[config.mk]
export PLATFORM = sky130hd
export DESIGN_NAME = smcp_ram
export DESIGN_NICKNAME = d
export VERILOG_FILES = /design/src/rtl/smcp_ram.sv
export SDC_FILE = /design/constraint.sdc
export NUM_CORES = 2
export LEC_CHECK = 0
export ABC_CLOCK_PERIOD_IN_PS = 10500
export BUFFER_PORTS_ARGS = -buffer_cell sky130_fd_sc_hd__buf_2
export CAP_MARGIN = 40
export CORE_MARGIN = 3
export CORE_UTILIZATION = 41
export CTS_CLUSTER_DIAMETER = 150
export DETAILED_ROUTE_END_ITERATION = 8
export MAX_ROUTING_LAYER = met4
export SYNTH_ARGS = -nofsm -noshare
export SYNTH_HDL_FRONTEND = slang
export SYNTH_SLANG_ARGS = --single-unit
[constraint.sdc]
create_clock -name clk -period 10.5 [get_ports clk]
set_input_delay 1.05 -clock clk [delete_from_list [all_inputs] [get_ports clk]]
set_output_delay 1.05 -clock clk [all_outputs]
set_load 0.02 [all_outputs]
[src/rtl/smcp_ram.sv]
// Generic single-port-write, single-port-read RAM with registered read data.
`timescale 1ns / 1ps
module smcp_ram #(
  parameter int Width = 32,
  parameter int Depth = 64
) (
  input  logic                     clk,
  input  logic                     we,
  input  logic [$clog2(Depth)-1:0] waddr,
  input  logic [Width-1:0]         wdata,
  input  logic [$clog2(Depth)-1:0] raddr,
  output logic [Width-1:0]         rdata
);
  logic [Width-1:0] mem [Depth];
  always_ff @(posedge clk) begin
    if (we) begin
      mem[waddr] <= wdata;
    end
    rdata <= mem[raddr];
  end
endmodule

Yosys cells after proc, flatten, opt, wreduce, memory -nomap -nowiden
Memory sizes are Yosys's and may differ from the RTL's. A register that Yosys moved wholly into a read port is not among the register bits.
Index checks and enable logic that the tools add are counted.
{"block": "word_totals", "reg_bits": 0, "ramBits": 2048, "input_bits": 46, "out_inout_bits": 32, "word_cells": 3, "mem_count": 1}
{"block": "classes", "muxes": 2}
{"memory": "mem", "words": 64, "word_bits": 32, "read_ports": 1, "rd_ports_with_merged_regs": 1, "write_ports": 1, "line_no": "14", "source": "logic [Width-1:0] mem [Depth];"}
{"operator": "2-to-1 mux 1 bit", "n": 2}

Depth between registers and ports, before layout
{"block": "logic_depth", "word_depth": 2, "depth_mapped": 10, "depth_no_buf": 5}

Worst setup path before layout
Ideal clock, no wire load.
{"block": "synth_timing", "path_kind": "input-to-reg", "from": "input port waddr[3]", "to": "memory mem[48][0], enable pin", "setup_time_ps": 461, "arrival_time_ps": 3749, "required_ps": 10039, "path_slack_ps": 6290, "cell_stages": 4, "n_path_buf": 1, "path_cell_list": "clkbuf_1 > nor2b_1 > nand4b_1 > nor3_1"}
{"element": "start, declared", "line_no": "9", "source": "input logic [$clog2(Depth)-1:0] waddr,"}
{"element": "end, declared", "line_no": "14"}
Straight into the memory's write port.

==> impl_metrics.toml <==
[status]
status = "finished clean"

[power]
ir_drop_uv = 181
power_density_mw_per_mm2 = 192
p_leak_nw = 27.9

[finish]
nFillCells = 15300
area_delta_synth_final_pct = 14.5
drive_above_1_share = 0.303
fin_cells = 6254
fin_util = 0.476
nets = 3619

[worst_hold_path]
hp-class = "in2reg"
worstHoldPathCells = 1

[yosys]
yosysTopAreaCellShare = 0.783
synth_xor_xnor_area_share = 0
yosysWarnings = 0
avgSynthCellArea_um2 = 23.6
netlist_top_cells_count = "2048 x edfxtp_1, 544 x mux4_2, 137 x nor2_1"
muxShareOfSynthArea = 0.168
syn-num-nets = 3370
ys.flop_type = "edfxtp_1"
yosysMostFrequentCell = "edfxtp_1"
syn-cell-area_mm2 = 0.0785
synth_area_leaders = "edfxtp_1 78%, mux4_2 16%, mux2i_1 1.2%"
synth_compound_area_frac = 0.0167
synth_edf_count = 2048
ys_ff_latch = 2080
synth-seq-area-share = 0.791
synth_top_cell_by_area = "edfxtp_1"
synth_cells = 3324
async_reset_ff_frac = 0
yosys.area_share.simple = 0.0127
synth_fa_ha_area_frac = 0
synth_top_family_by_area = "multiplexers"
ys_types = 34

[grt]
gr-total-overflow = 0
grt_pass1_wl_um = 287000
grt_max_degree = 100
grt.total_usage = 0.212
antenna_found_initial = 12
grt_pass1_vias = 37300

[placed_design]
io_buffers = 77
place_congestion = 0.769
hpwlAfterDp_um = 108000
placedCellCount = 5861

[setup_path]
worstSetupPathType = "in2reg"
r2r_cells = 5
cp.depth = 7
crit_path_max_fanout = 60
r2r-end = "rdata[12]"
critical-path-top-delay-family = "buffers and inverters"
crit_buf_inv = 3
regToRegSetupSlack_ns = 8.10
slowest_delay_ns = 0.71
cp-end-kind = "flop"
cpMaxStageDelayCell = "buf_4"
critPathLaunchType = "input pin"
arrival_ns = 4.72
cp_cell_sequence = "buf_8 > buf_4 > buf_4 > mux4_2 > mux4_2 > o22ai_1 > nor2_1"
endpoint = "rdata[2]"
r2r_start = "mem[14][12]"
worstSetupStartpoint = "raddr[1]"
crit_required_ns = 11.19

[clock_network]
clk_pin_slew_ns = 0.06
cts_hold_buf = 0
post-cts-setup-buffers = 0
post_cts_resized = 0
root_buffer = "clkbuf_16"
clock_path_buffers = 3
cts_buffers = 205
cts.sinks = 2080
clk_latency_ns = 0.84
tritoncts = "yes"
ctsHtreeMaxLevel = 4

[drt]
dr.pass1.iters = 5
drc = 0
avgViaCountPerCell = 5.90
totalWireLength_um = 203000
drt_iter0_markers = 4634
wire_per_inst_um = 32.4
ant_nets = 0
vias = 36900

[timing]
tns_ns = 0
maxSlewViolCount = 0
finalCritPeriodShare = 0.384
rsz0062_at_grt = "false"
finalClockSkew_ns = 0.0213
setup_viol = 0
relSlewSlack = 0.345
min_period_ns = 4.03
finalHoldViolCount = 0
max_freq_mhz = 248
worst_pin_slew_ns = 0.982

[floorplanning]
die-area_mm2 = 0.197
ios = 78
start_util = 0.415
coreArea_mm2 = 0.189
die_h_um = 444
num_rows = 159
fp.dieW_um = 444

[run]
cap_violations = 0
==> cell usage in the layout, fill, tap and decap left out, types with 4 or more instances in the layout <==
master,instances
clkbuf_8,16
nand2_1,26
o32ai_1,4
buf_16,7
nor2_4,62
nand2b_1,7
nor2b_1,15
mux2i_1,93
bufinv_16,13
nand3b_1,5
a311oi_1,8
clkinv_2,44
buf_8,7
and3_1,4
buf_4,109
diode_2,6
buf_2,74
edfxtp_1,2048
clkbuf_1,47
a41o_1,4
o221ai_1,27
inv_16,7
nor2_1,75
clkbuf_16,205
mux4_2,544
inv_6,4
dfxtp_1,32
clkinv_1,38
buf_12,26
a21oi_1,62
a22oi_1,12
nor3_1,5
clkinvlp_4,4
o22ai_1,84
nand3_1,5
==> worst min path at each step <==
stage	slack (ns)	to	startpoint
2_1_floorplan	0.66	rdata[17]	mem[12][17]
4_1_cts	0.48	mem[33][26]	wdata[26]
3_3_place_gp	0.81	rdata[8]	mem[12][8]
6_report	0.54	mem[33][26]	wdata[26]
3_5_place_dp	0.80	rdata[8]	mem[12][8]
5_1_grt	0.52	mem[38][26]	wdata[26]
==> cell type report <==
cell class | instances | area, um^2 | share of cell area
multi-input combinational | 1062 | 16000 | 0.178
timing repair buffer | 224 | 2020 | 0.0225
antenna | 6 | 15.0 | 0.000167
sequential | 2080 | 62100 | 0.691
clock inverter | 119 | 1100 | 0.0123
clock buffer | 268 | 5530 | 0.0615
tap | 2495 | 3120 | 0.0347
==> logic make-up (layout without fill, tap and decap cells) <==
| kind of cell | after synthesis | after routing |
|---|---|---|
| compound gates | 202 | 202 |
| buf+inv | 182 | 611 |
| flops | 2080 | 2080 |
| mux | 637 | 637 |
| other cells | 0 | 6 |
| simple gates | 223 | 223 |
==> routing by layer <==
layer,wire [um],GRT usage,part of all wire
met5,0,-,0
met3,14400,0.0322,0.071
met1,83300,0.291,0.41
met2,99600,0.332,0.49
met4,5380,0.0586,0.027
==> metrics by stage <==
stage	hold slack (ns)	worst slack, ns	power (mW)	instance area (um^2)
3_3_place_gp	0.808	5.47	10.2	82500
2_1_floorplan	0.663	6.29	9.85	78500
3_5_place_dp	0.796	5.51	10.3	83200
4_1_cts	0.475	6.41	17.4	89900
5_1_grt	0.522	6.39	17.8	89900
6_report	0.538	6.47	17.3	89900
==> sequential cells by signal, summed over array words and instances (netlist names) <==
register and flops:
mem 2048, rdata 32
==> power by group <==
part | internal, mW | switching (mW) | leakage (nW)
clock network | 4.06 | 3.15 | 3.26
logic | 0.322 | 0.523 | 5.92
registers | 9.19 | 0.0367 | 18.7
Power figures use the tool's default switching activity.
